==> config.mk <==
export PLATFORM = sky130hd
export DESIGN_NAME = number_range_list_to_bitmap
export DESIGN_NICKNAME = d
export VERILOG_FILES = /design/src/rtl/core/rlb_pkg.sv /design/src/rtl/core/rlb_front.sv /design/src/rtl/core/rlb_queue.sv /design/src/rtl/core/rlb_back.sv /design/src/rtl/core/number_range_list_to_bitmap.sv
export VERILOG_INCLUDE_DIRS = /design/src /design/src/rtl/core
export SDC_FILE = /design/constraint.sdc
export NUM_CORES = 1
export LEC_CHECK = 0
export BUFFER_PORTS_ARGS = -buffer_cell sky130_fd_sc_hd__buf_2
export CAP_MARGIN = 20
export CORE_ASPECT_RATIO = 0.7
export CORE_MARGIN = 8
export CORE_UTILIZATION = 45
export CTS_CLUSTER_SIZE = 16
export DETAILED_ROUTE_END_ITERATION = 10
export PLACE_DENSITY = 0.69
export SYNTH_ARGS = -nofsm -noshare
export SYNTH_HDL_FRONTEND = slang
export SYNTH_SLANG_ARGS = --single-unit
==> constraint.sdc <==
create_clock -name clk -period 4.65 [get_ports clk]
set_input_delay 0.93 -clock clk [delete_from_list [all_inputs] [get_ports clk]]
set_output_delay 0.93 -clock clk [all_outputs]
set_load 0.03 [all_outputs]
==> src/rtl/core/assert_macros.svh <==
// Assertion helpers shared by the range list bitmap RTL.
// Each macro expects clk and rst_n in the enclosing scope.
`ifndef ASSERT_MACROS_SVH
`define ASSERT_MACROS_SVH

// expression holds at every clock edge out of reset
`define ASSERT_ALWAYS(lbl, expr) \
    lbl: assert property (@(posedge clk) disable iff (!rst_n) (expr)) \
        else $error("assertion failed");

// consequent holds in the same cycle as the antecedent
`define ASSERT_IMPLY(lbl, ante, cons) \
    lbl: assert property (@(posedge clk) disable iff (!rst_n) (ante) |-> (cons)) \
        else $error("assertion failed");

// consequent holds in the cycle after the antecedent
`define ASSERT_NEXT(lbl, ante, cons) \
    lbl: assert property (@(posedge clk) disable iff (!rst_n) (ante) |=> (cons)) \
        else $error("assertion failed");

`endif

==> src/rtl/core/rlb_pkg.sv <==
// Package for the range list bitmap block: sizes, codes, types, helpers.
// No dependencies.
`timescale 1ns / 1ps

package rlb_pkg;

    localparam int SET_BITS   = 256;
    localparam int WORD_BITS  = 32;
    localparam int WORD_COUNT = (SET_BITS + WORD_BITS - 1) / WORD_BITS;
    localparam int NUM_W      = $clog2(SET_BITS + 1);
    localparam int ACC_W      = NUM_W + 4;
    localparam int BIT_W      = $clog2(WORD_BITS);
    localparam int WIDX_W     = (WORD_COUNT > 1) ? $clog2(WORD_COUNT) : 1;
    localparam int QDEPTH     = 2;

    localparam logic [7:0] CH_DASH  = 8'h2d;
    localparam logic [7:0] CH_DOT   = 8'h2e;
    localparam logic [7:0] CH_PLUS  = 8'h2b;
    localparam logic [7:0] CH_ZERO  = 8'h30;
    localparam logic [7:0] CH_NINE  = 8'h39;
    localparam logic [7:0] CH_SPACE = 8'h20;
    localparam logic [7:0] CH_TAB   = 8'h09;
    localparam logic [7:0] CH_LF    = 8'h0a;
    localparam logic [7:0] CH_CR    = 8'h0d;

    localparam logic [0:0] REG_MAX_VALUE = 1'b0;
    localparam logic       MODE_CHAR     = 1'b0;
    localparam logic       KIND_STATUS   = 1'b0;
    localparam logic       KIND_QUERY    = 1'b1;

    typedef enum logic [2:0] {
        CL_DIGIT,
        CL_DASH,
        CL_DOT,
        CL_PLUS,
        CL_BLANK,
        CL_OTHER
    } char_class_t;

    typedef enum logic [2:0] {
        ERR_NONE   = 3'd0,
        ERR_SIGN   = 3'd1,
        ERR_FORMAT = 3'd2,
        ERR_NOMAX  = 3'd3,
        ERR_CAP    = 3'd4
    } status_t;

    typedef enum logic [1:0] {
        PH_IDLE,
        PH_FIRST,
        PH_DASH,
        PH_SECOND
    } phase_t;

    typedef enum logic [1:0] {
        S_IDLE,
        S_FILL,
        S_FINISH,
        S_REPLY
    } back_state_t;

    typedef struct packed {
        logic        mode;
        char_class_t cls;
        logic [3:0]  digit;
        logic        last;
        logic [7:0]  query;
    } entry_t;

    function automatic logic [NUM_W-1:0] acc_digit(input logic [NUM_W-1:0] n,
                                                   input logic [3:0] d);
        logic [ACC_W-1:0] v;
        v = ACC_W'(n) * ACC_W'(10) + ACC_W'(d);
        return (v > ACC_W'(SET_BITS)) ? NUM_W'(SET_BITS) : v[NUM_W-1:0];
    endfunction

endpackage

==> src/rtl/core/rlb_front.sv <==
// Front end: classifies each incoming beat into a queue entry.
// Depends on rlb_pkg.
`timescale 1ns / 1ps

module rlb_front (
    input  logic           mode,
    input  logic [7:0]     char_code,
    input  logic           last_char,
    input  logic [7:0]     query_value,
    output rlb_pkg::entry_t entry
);
    import rlb_pkg::*;

    char_class_t cls;
    logic [7:0]  dval;

    assign dval = char_code - CH_ZERO;

    always_comb
    begin
        if (char_code >= CH_ZERO && char_code <= CH_NINE)
            cls = CL_DIGIT;
        else if (char_code == CH_DASH)
            cls = CL_DASH;
        else if (char_code == CH_DOT)
            cls = CL_DOT;
        else if (char_code == CH_PLUS)
            cls = CL_PLUS;
        else if (char_code == CH_SPACE || char_code == CH_TAB ||
                 char_code == CH_LF || char_code == CH_CR)
            cls = CL_BLANK;
        else
            cls = CL_OTHER;
    end

    always_comb
    begin
        entry.mode  = mode;
        entry.cls   = cls;
        entry.digit = dval[3:0];
        entry.last  = last_char;
        entry.query = query_value;
    end

endmodule

==> src/rtl/core/rlb_queue.sv <==
// Two-entry queue between front and back ends.
// Depends on rlb_pkg and assert_macros.svh.
`timescale 1ns / 1ps

module rlb_queue (
    input  logic            clk,
    input  logic            rst_n,
    input  logic            push,
    input  rlb_pkg::entry_t push_entry,
    output logic            full,
    input  logic            pop,
    output rlb_pkg::entry_t head,
    output logic            head_valid
);
    import rlb_pkg::*;

    localparam int PTR_W = $clog2(QDEPTH);
    localparam int CNT_W = $clog2(QDEPTH + 1);

    entry_t             entries_reg [QDEPTH];
    logic [PTR_W-1:0]   wr_ptr_reg, wr_ptr_next;
    logic [PTR_W-1:0]   rd_ptr_reg, rd_ptr_next;
    logic [CNT_W-1:0]   count_reg, count_next;

    assign full       = (count_reg == CNT_W'(QDEPTH));
    assign head_valid = (count_reg != '0);
    assign head       = entries_reg[rd_ptr_reg];

    always_comb
    begin
        wr_ptr_next = push ? wr_ptr_reg + 1'b1 : wr_ptr_reg;
        rd_ptr_next = pop ? rd_ptr_reg + 1'b1 : rd_ptr_reg;
        count_next  = count_reg + CNT_W'(push) - CNT_W'(pop);
    end

    always_ff @(posedge clk or negedge rst_n)
    begin
        if (!rst_n)
        begin
            wr_ptr_reg <= '0;
            rd_ptr_reg <= '0;
            count_reg  <= '0;
        end
        else
        begin
            wr_ptr_reg <= wr_ptr_next;
            rd_ptr_reg <= rd_ptr_next;
            count_reg  <= count_next;
        end
    end

    always_ff @(posedge clk)
    begin
        if (push)
            entries_reg[wr_ptr_reg] <= push_entry;
    end

`include "assert_macros.svh"
    `ASSERT_IMPLY(a_no_pop_empty, pop, count_reg != '0)
    `ASSERT_ALWAYS(a_count_bound, count_reg <= CNT_W'(QDEPTH))

endmodule

==> src/rtl/core/rlb_back.sv <==
// Back end: list parser, word-serial range fill, bitmap and result register.
// Depends on rlb_pkg and assert_macros.svh.
`timescale 1ns / 1ps

module rlb_back (
    input  logic            clk,
    input  logic            rst_n,
    input  rlb_pkg::entry_t head,
    input  logic            head_valid,
    output logic            pop,
    input  logic [7:0]      max_value,
    output logic            out_valid,
    input  logic            out_ready,
    output logic            out_kind,
    output logic [2:0]      out_status,
    output logic            out_member,
    output logic            out_empty
);
    import rlb_pkg::*;

    back_state_t          state_reg, state_next;
    phase_t               phase_reg, phase_next;
    logic [NUM_W-1:0]     first_reg, first_next;
    logic [NUM_W-1:0]     second_reg, second_next;
    status_t              err_reg, err_next;
    logic                 open_reg, open_next;
    logic [WORD_BITS-1:0] bitmap_reg [WORD_COUNT];
    logic [WORD_BITS-1:0] bitmap_next [WORD_COUNT];
    logic [WIDX_W-1:0]    fill_w_reg, fill_w_next;
    logic [NUM_W-1:0]     fill_lo_reg, fill_lo_next;
    logic [NUM_W-1:0]     fill_top_reg, fill_top_next;
    logic                 pend_fin_reg, pend_fin_next;
    logic                 pend_reply_reg, pend_reply_next;
    logic                 out_valid_reg, out_valid_next;
    logic                 out_kind_reg, out_kind_next;
    status_t              out_status_reg, out_status_next;
    logic                 out_member_reg, out_member_next;
    logic                 out_empty_reg, out_empty_next;

    logic                 slot_free;
    logic                 take_char;
    logic                 take_query;
    logic                 empty;
    logic                 member;
    logic [NUM_W-1:0]     qv;

    phase_t               ph_e;
    logic [NUM_W-1:0]     first_e, second_e;
    status_t              err_e;
    phase_t               ph_c;
    logic [NUM_W-1:0]     first_c, second_c;
    status_t              err_c;
    logic                 rng_c, reproc, cap_c;
    logic [NUM_W-1:0]     lo_c, hi_c;

    logic                 rng_f, cap_f;
    status_t              err_f;
    logic [NUM_W-1:0]     hi_f;

    logic                 rng_req;
    logic [NUM_W-1:0]     rng_lo, rng_hi, rng_top;
    logic                 rng_fill;

    logic [WIDX_W-1:0]    lo_w, top_w;
    logic [WORD_BITS-1:0] fill_mask;
    logic                 fill_done;

    assign slot_free  = !out_valid_reg || out_ready;
    assign take_char  = (state_reg == S_IDLE) && head_valid && (head.mode == MODE_CHAR);
    assign take_query = (state_reg == S_IDLE) && head_valid && (head.mode != MODE_CHAR)
                        && slot_free;
    assign pop        = take_char || take_query;

    always_comb
    begin
        empty = 1'b1;
        for (int i = 0; i < WORD_COUNT; i++)
            if (bitmap_reg[i] != '0)
                empty = 1'b0;
    end

    assign qv = NUM_W'(head.query);

    always_comb
    begin
        member = 1'b0;
        if (qv < NUM_W'(SET_BITS))
            member = bitmap_reg[WIDX_W'(qv >> BIT_W)][qv[BIT_W-1:0]];
    end

    // character step, with list start folded in
    always_comb
    begin
        ph_e     = open_reg ? phase_reg : PH_IDLE;
        first_e  = open_reg ? first_reg : '0;
        second_e = open_reg ? second_reg : '0;
        err_e    = open_reg ? err_reg : ERR_NONE;
        ph_c     = ph_e;
        first_c  = first_e;
        second_c = second_e;
        err_c    = err_e;
        rng_c    = 1'b0;
        cap_c    = 1'b0;
        lo_c     = first_e;
        hi_c     = first_e;
        reproc   = 1'b0;
        if (err_e == ERR_NONE)
        begin
            unique case (ph_e)
                PH_FIRST:
                begin
                    if (head.cls == CL_DIGIT)
                        first_c = acc_digit(first_e, head.digit);
                    else if (head.cls == CL_DASH)
                    begin
                        second_c = '0;
                        ph_c     = PH_DASH;
                    end
                    else if (head.cls == CL_PLUS)
                    begin
                        ph_c = PH_IDLE;
                        if (max_value == '0)
                            err_c = ERR_NOMAX;
                        else
                        begin
                            rng_c = 1'b1;
                            hi_c  = NUM_W'(max_value);
                        end
                    end
                    else
                    begin
                        rng_c  = 1'b1;
                        ph_c   = PH_IDLE;
                        reproc = 1'b1;
                    end
                end
                PH_DASH:
                begin
                    if (head.cls == CL_DIGIT)
                    begin
                        second_c = acc_digit('0, head.digit);
                        ph_c     = PH_SECOND;
                    end
                    else if (head.cls != CL_BLANK)
                    begin
                        err_c = ERR_FORMAT;
                        ph_c  = PH_IDLE;
                    end
                end
                PH_SECOND:
                begin
                    if (head.cls == CL_DIGIT)
                        second_c = acc_digit(second_e, head.digit);
                    else
                    begin
                        rng_c  = 1'b1;
                        hi_c   = second_e;
                        ph_c   = PH_IDLE;
                        reproc = 1'b1;
                    end
                end
                default:
                    reproc = 1'b1;
            endcase
            cap_c = rng_c && (lo_c <= hi_c) && (hi_c >= NUM_W'(SET_BITS));
            if (reproc && !cap_c)
            begin
                if (head.cls == CL_DASH || head.cls == CL_DOT)
                    err_c = ERR_SIGN;
                else if (head.cls == CL_DIGIT)
                begin
                    first_c = acc_digit('0, head.digit);
                    ph_c    = PH_FIRST;
                end
            end
            if (cap_c)
                err_c = ERR_CAP;
        end
    end

    // end-of-list step
    always_comb
    begin
        rng_f = 1'b0;
        cap_f = 1'b0;
        err_f = err_reg;
        hi_f  = first_reg;
        if (err_reg == ERR_NONE)
        begin
            unique case (phase_reg)
                PH_FIRST:  rng_f = 1'b1;
                PH_DASH:   err_f = ERR_FORMAT;
                PH_SECOND:
                begin
                    rng_f = 1'b1;
                    hi_f  = second_reg;
                end
                default:   rng_f = 1'b0;
            endcase
            cap_f = rng_f && (first_reg <= hi_f) && (hi_f >= NUM_W'(SET_BITS));
            if (cap_f)
                err_f = ERR_CAP;
        end
    end

    // shared range setup
    always_comb
    begin
        rng_req  = (state_reg == S_FINISH) ? rng_f : rng_c;
        rng_lo   = (state_reg == S_FINISH) ? first_reg : lo_c;
        rng_hi   = (state_reg == S_FINISH) ? hi_f : hi_c;
        rng_top  = (rng_hi >= NUM_W'(SET_BITS)) ? NUM_W'(SET_BITS - 1) : rng_hi;
        rng_fill = rng_req && (rng_lo <= rng_hi) && (rng_lo <= rng_top);
    end

    assign lo_w      = WIDX_W'(fill_lo_reg >> BIT_W);
    assign top_w     = WIDX_W'(fill_top_reg >> BIT_W);
    assign fill_done = (fill_w_reg == top_w);

    always_comb
    begin
        fill_mask = '1;
        if (fill_w_reg == lo_w)
            fill_mask = fill_mask & ({WORD_BITS{1'b1}} << fill_lo_reg[BIT_W-1:0]);
        if (fill_w_reg == top_w)
            fill_mask = fill_mask & ({WORD_BITS{1'b1}} >> (~fill_top_reg[BIT_W-1:0]));
    end

    always_comb
    begin
        state_next = state_reg;
        unique case (state_reg)
            S_IDLE:
                if (take_char)
                begin
                    if (rng_fill)
                        state_next = S_FILL;
                    else if (head.last)
                        state_next = S_FINISH;
                end
            S_FILL:
                if (fill_done)
                begin
                    if (pend_fin_reg)
                        state_next = S_FINISH;
                    else if (pend_reply_reg)
                        state_next = S_REPLY;
                    else
                        state_next = S_IDLE;
                end
            S_FINISH:
                state_next = rng_fill ? S_FILL : S_REPLY;
            S_REPLY:
                if (slot_free)
                    state_next = S_IDLE;
            default:
                state_next = S_IDLE;
        endcase
    end

    always_comb
    begin
        phase_next      = phase_reg;
        first_next      = first_reg;
        second_next     = second_reg;
        err_next        = err_reg;
        open_next       = open_reg;
        bitmap_next     = bitmap_reg;
        fill_w_next     = fill_w_reg;
        fill_lo_next    = fill_lo_reg;
        fill_top_next   = fill_top_reg;
        pend_fin_next   = pend_fin_reg;
        pend_reply_next = pend_reply_reg;
        out_kind_next   = out_kind_reg;
        out_status_next = out_status_reg;
        out_member_next = out_member_reg;
        out_empty_next  = out_empty_reg;
        out_valid_next  = out_ready ? 1'b0 : out_valid_reg;
        unique case (state_reg)
            S_IDLE:
            begin
                if (take_query)
                begin
                    out_valid_next  = 1'b1;
                    out_kind_next   = KIND_QUERY;
                    out_status_next = ERR_NONE;
                    out_member_next = member;
                    out_empty_next  = empty;
                end
                if (take_char)
                begin
                    if (!open_reg)
                        for (int i = 0; i < WORD_COUNT; i++)
                            bitmap_next[i] = '0;
                    open_next       = 1'b1;
                    phase_next      = ph_c;
                    first_next      = first_c;
                    second_next     = second_c;
                    err_next        = err_c;
                    fill_lo_next    = rng_lo;
                    fill_top_next   = rng_top;
                    fill_w_next     = WIDX_W'(rng_lo >> BIT_W);
                    pend_fin_next   = head.last;
                    pend_reply_next = 1'b0;
                end
            end
            S_FILL:
            begin
                bitmap_next[fill_w_reg] = bitmap_reg[fill_w_reg] | fill_mask;
                fill_w_next = fill_w_reg + 1'b1;
            end
            S_FINISH:
            begin
                err_next        = err_f;
                phase_next      = PH_IDLE;
                open_next       = 1'b0;
                fill_lo_next    = rng_lo;
                fill_top_next   = rng_top;
                fill_w_next     = WIDX_W'(rng_lo >> BIT_W);
                pend_fin_next   = 1'b0;
                pend_reply_next = 1'b1;
            end
            S_REPLY:
                if (slot_free)
                begin
                    out_valid_next  = 1'b1;
                    out_kind_next   = KIND_STATUS;
                    out_status_next = err_reg;
                    out_member_next = 1'b0;
                    out_empty_next  = empty;
                end
            default:
                pend_reply_next = 1'b0;
        endcase
    end

    always_ff @(posedge clk or negedge rst_n)
    begin
        if (!rst_n)
        begin
            state_reg      <= S_IDLE;
            phase_reg      <= PH_IDLE;
            first_reg      <= '0;
            second_reg     <= '0;
            err_reg        <= ERR_NONE;
            open_reg       <= 1'b0;
            pend_fin_reg   <= 1'b0;
            pend_reply_reg <= 1'b0;
            out_valid_reg  <= 1'b0;
            for (int i = 0; i < WORD_COUNT; i++)
                bitmap_reg[i] <= '0;
        end
        else
        begin
            state_reg      <= state_next;
            phase_reg      <= phase_next;
            first_reg      <= first_next;
            second_reg     <= second_next;
            err_reg        <= err_next;
            open_reg       <= open_next;
            pend_fin_reg   <= pend_fin_next;
            pend_reply_reg <= pend_reply_next;
            out_valid_reg  <= out_valid_next;
            bitmap_reg     <= bitmap_next;
        end
    end

    always_ff @(posedge clk)
    begin
        fill_w_reg     <= fill_w_next;
        fill_lo_reg    <= fill_lo_next;
        fill_top_reg   <= fill_top_next;
        out_kind_reg   <= out_kind_next;
        out_status_reg <= out_status_next;
        out_member_reg <= out_member_next;
        out_empty_reg  <= out_empty_next;
    end

    assign out_valid  = out_valid_reg;
    assign out_kind   = out_kind_reg;
    assign out_status = out_status_reg;
    assign out_member = out_member_reg;
    assign out_empty  = out_empty_reg;

`include "assert_macros.svh"
    `ASSERT_IMPLY(a_fill_word_bound, state_reg == S_FILL, fill_w_reg <= top_w)
    `ASSERT_IMPLY(a_fill_order, state_reg == S_FILL, fill_lo_reg <= fill_top_reg)
    `ASSERT_NEXT(a_reply_loaded, state_reg == S_REPLY && slot_free, out_valid_reg)

endmodule

==> src/rtl/core/number_range_list_to_bitmap.sv <==
// Top level of the range list to bitmap block: APB register, front, queue, back.
// Depends on rlb_pkg, rlb_front, rlb_queue, rlb_back.
`timescale 1ns / 1ps
//
//  channel   direction  beat contents
//  s_axis    in         tdata {query_value, char_code}, tuser mode, tlast last_char
//  m_axis    out        tdata {is_empty, is_member, status}, tuser reply_kind
//  apb       in/out     max_value at byte address 0
//
//  A query is answered in S_IDLE once the m_axis slot is free. A list character is taken
//  in S_IDLE; a range it closes is then filled word by word in S_FILL (up to WORD_COUNT
//  words); a final character adds S_FINISH, possibly a second fill, and S_REPLY.
//  The word-serial fill of the 8 x 32 bit bitmap sets the rate.
//  Reset clears the bitmap, the parser and max_value at once.
//  A two-beat queue lets input beats land while the back end fills or waits on m_axis.

module number_range_list_to_bitmap (
    input  logic        clk,
    input  logic        rst_n,
    input  logic        s_axis_tvalid,
    output logic        s_axis_tready,
    input  logic [15:0] s_axis_tdata,   // [7:0] char_code, [15:8] query_value
    input  logic        s_axis_tuser,   // [0] mode
    input  logic        s_axis_tlast,
    output logic        m_axis_tvalid,
    input  logic        m_axis_tready,
    output logic [7:0]  m_axis_tdata,   // [2:0] status, [3] is_member, [4] is_empty
    output logic        m_axis_tuser,   // [0] reply_kind
    input  logic        psel,
    input  logic        penable,
    input  logic        pwrite,
    input  logic [2:0]  paddr,
    input  logic [31:0] pwdata,
    output logic [31:0] prdata,
    output logic        pready
);
    import rlb_pkg::*;

    logic [7:0] max_value_reg, max_value_next;
    entry_t     in_entry, head;
    logic       full, push, pop, head_valid;
    logic [2:0] status;
    logic       is_member, is_empty;

    assign pready = 1'b1;
    assign prdata = (paddr[2] == REG_MAX_VALUE) ? {24'd0, max_value_reg} : 32'd0;

    always_comb
    begin
        max_value_next = max_value_reg;
        if (psel && penable && pwrite && pready && paddr[2] == REG_MAX_VALUE)
            max_value_next = pwdata[7:0];
    end

    always_ff @(posedge clk or negedge rst_n)
    begin
        if (!rst_n)
            max_value_reg <= '0;
        else
            max_value_reg <= max_value_next;
    end

    assign s_axis_tready = !full;
    assign push          = s_axis_tvalid && !full;

    rlb_front u_front (
        .mode        (s_axis_tuser),
        .char_code   (s_axis_tdata[7:0]),
        .last_char   (s_axis_tlast),
        .query_value (s_axis_tdata[15:8]),
        .entry       (in_entry)
    );

    rlb_queue u_queue (
        .clk        (clk),
        .rst_n      (rst_n),
        .push       (push),
        .push_entry (in_entry),
        .full       (full),
        .pop        (pop),
        .head       (head),
        .head_valid (head_valid)
    );

    rlb_back u_back (
        .clk        (clk),
        .rst_n      (rst_n),
        .head       (head),
        .head_valid (head_valid),
        .pop        (pop),
        .max_value  (max_value_reg),
        .out_valid  (m_axis_tvalid),
        .out_ready  (m_axis_tready),
        .out_kind   (m_axis_tuser),
        .out_status (status),
        .out_member (is_member),
        .out_empty  (is_empty)
    );

    assign m_axis_tdata = {3'd0, is_empty, is_member, status};

endmodule

==> results.cfg <==
[synthesis]
synth_cell_types = 82
syn_area_um2 = 21800
synth_top_flop_cell = dfrtp_1
yosys.area.top_type = dfrtp_1
synth.yosys.seq_area_share = 0.422
synth-warning-count = 0
yosysTopAreaCellShare = 0.341
syn_inst = 2347
synth.area.top_cells = dfrtp_1 (34%), a22o_1 (8.6%), edfxtp_1 (8.1%)
synth.avg_cell_area_um2 = 9.30
synth_edf_count = 59
async_flop_share = 0.834
synth_commonest_cells = nand2_1 (316), dfrtp_1 (297), a22o_1 (214)
post-synth-top-count-cell = nand2_1
ys_seq_elements = 356

[placed_design]
placed_area_um2 = 23200
dpl.cell_count = 3010
hpwl_um = 56400
portBuffers = 49
gp_congestion = 1.03

[global_route]
grt_max_degree = 99
grt_pass1_vias = 20400
grt_usage = 0.289
grt_antenna_before_repair = 2
global_route.overflow_total = 0
grt_pass1_wl_um = 127000

[power]
pwr_density_cell_nw_per_um2 = 753
swShare = 0.491
report.power.total_w = 0.0185
clkPwrFrac = 0.176
p_sw_w = 0.00907
leakage_nw = 10.6
vdd_drop_max_v = 0.000417
combinationalPowerShare = 0.536
p_seq_frac = 0.287
intPower_w = 0.00941

[detailed_routing]
totalWireLength_um = 83800
wl_per_cell_um = 27.2
drtPass1Iterations = 8
remaining_drc_errors = 0
drt_iter0_markers = 3488
ant_nets = 0
vias = 21200
vias_per_cell = 6.87

[layout]
synthToLayoutAreaGrowth_pct = 12.5
fin_nets = 2524
multi_input_area_um2 = 11700
largest_reg_flops = 256
seq_area_um2 = 9200
num-fill-cells = 4333
drive_gt1_frac = 0.128
finish.utilization = 0.513
fin_cells = 3081
final_area_um2 = 24600

[clocking]
ctsHoldBuffers = 0
cts_buffer_depth = 3
insertion_delay_ns = 0.57
ctsResizeCount = 0
cts.clk_slew.worst_paths_ns = 0.06
numCtsBuffers = 39
cts-root-buf = clkbuf_16
post_cts_buffers = 0
cts_tree = yes
cts.sinks = 356
htreeDepth = 2

[die]
start_util = 0.456
core_area_um2 = 47900
die_w_um = 279
num_rows = 67
die_area_um2 = 55900
io_pins = 104
fp.dieH_um = 200

[worst_setup_path]
cp_max_fo = 9
cp.required_ns = 5.10
worstRegToRegCells = 16
arrival_ns = 4.83
critPathCaptureType = flop
worst-setup-path-type = flop to flop
cp_slowest_stage_delay_ns = 0.54
path_common_cell = o21a_1
slowest_stage = dfrtp_1
worstSetupStartpointType = flop
crit_chain = mux2i_1 > o21ai_2 > o21ai_1 > a22oi_1 > a211o_1 > a221o_1 > and2_1 > ha_1 > nor2b_1 > o21a_1 > o21a_1 > o21a_1 > o21ai_0 > a211oi_2 > o311a_1 > a221oi_1

[timing]
min_period_ns = 4.39
slew-limit-headroom = 0.226
worst_slew_pin_slew_ns = 1.16
slew_violations = 0
finalClockSkew_ns = 0.0292
fmax_ghz = 0.228
period_share = 0.944
setup_viol = 0
timing.final.hold_violations = 0

[flow_run]
maxCapViolations = 0

[run_status]
run_status = complete, no violations

[hold_path]
min_path_type = primary input to asynchronous set/reset pin
layout make-up:
cell class	instances	share of cell area
sequential	356	0.375
antenna	1	0.000102
tap	655	0.0334
inverter	47	0.00718
clock inverter	12	0.00616
multi-input combinational	1776	0.477
timing repair buffer	176	0.0535
clock buffer	58	0.0476
power by group through the flow:
stage                     Combinational [W]  Clock, W  Sequential [W]
after global placement              0.00916         0         0.00525
after detailed placement            0.00933         0         0.00528
after floorplan                     0.00596         0         0.00482
final                               0.00991   0.00326         0.00531
after global routing                 0.0104   0.00340         0.00540
after CTS                           0.00938   0.00328         0.00523
cell usage in the layout (no fill, tap or decap), types with 64 or more instances in the layout:
master,synthesis,routed
nand2_1,316,316
dfrtp_1,297,297
a22o_1,214,214
o22ai_1,160,160
a21oi_1,145,144
o21ai_0,130,130
buf_4,37,116
nor4_1,97,97
nor2_1,84,79
mux2i_1,68,67
ha_1,64,64
final timing paths:
path	from	endpoint	slack, ns
setup / recovery	u_queue.rd_ptr_reg	u_back.state_reg[1]	0.26
hold / removal	rst_n	u_back.second_reg[7]	0.39
setup reg to reg	u_queue.rd_ptr_reg	u_back.state_reg[1]	0.26
hold reg to reg	u_queue.wr_ptr_reg	u_queue.wr_ptr_reg	0.49
max in group asynchronous	rst_n	u_back.bitmap_reg[109]	3.21
min in group clk	u_queue.wr_ptr_reg	u_queue.wr_ptr_reg	0.49
logic make-up after synthesis:
kind of cell | Yosys count | synth area share
and+or+nand+nor | 716 | 0.160
other | 2 | 0.000344
DFF | 356 | 0.422
AOI/OAI and AO/OA | 822 | 0.259
buffers and inverters | 241 | 0.0502
xor gates and xnor gates | 47 | 0.0189
adders and majority gates | 68 | 0.0404
muxes | 95 | 0.0498
worst max-delay path: cells and delay by family (launching register included):
kind / cells / cell delay (ns)
flip-flops: 1 / 0.54
AND/OR/NAND/NOR: 2 / 0.29
adder cells (fa/ha/maj): 1 / 0.29
multiplexers: 1 / 0.34
AO/OA/AOI/OAI: 12 / 2.82
stage by stage:
| step | worst slack (ns) | hold WS [ns] | TNS, ns |
|---|---|---|---|
| after floorplan | 0.220 | 0.461 | 0 |
| after global placement | 0.409 | 0.477 | 0 |
| after detailed placement | 0.213 | 0.484 | 0 |
| after CTS | 0.173 | 0.429 | 0 |
| after global routing | -0.0270 | 0.466 | -0.0270 |
| final | 0.261 | 0.392 | 0 |
per-layer routing:
| layer | up-vias | global-route usage | share of wire |
|---|---|---|---|
| li1 | 8998 | - | - |
| met1 | 10200 | 0.422 | 0.43 |
| met2 | 1683 | 0.366 | 0.37 |
| met3 | 279 | 0.133 | 0.17 |
| met4 | 0 | 0.0931 | 0.035 |
| met5 | - | 0 | 0 |
(Power assumes the default switching activity.)
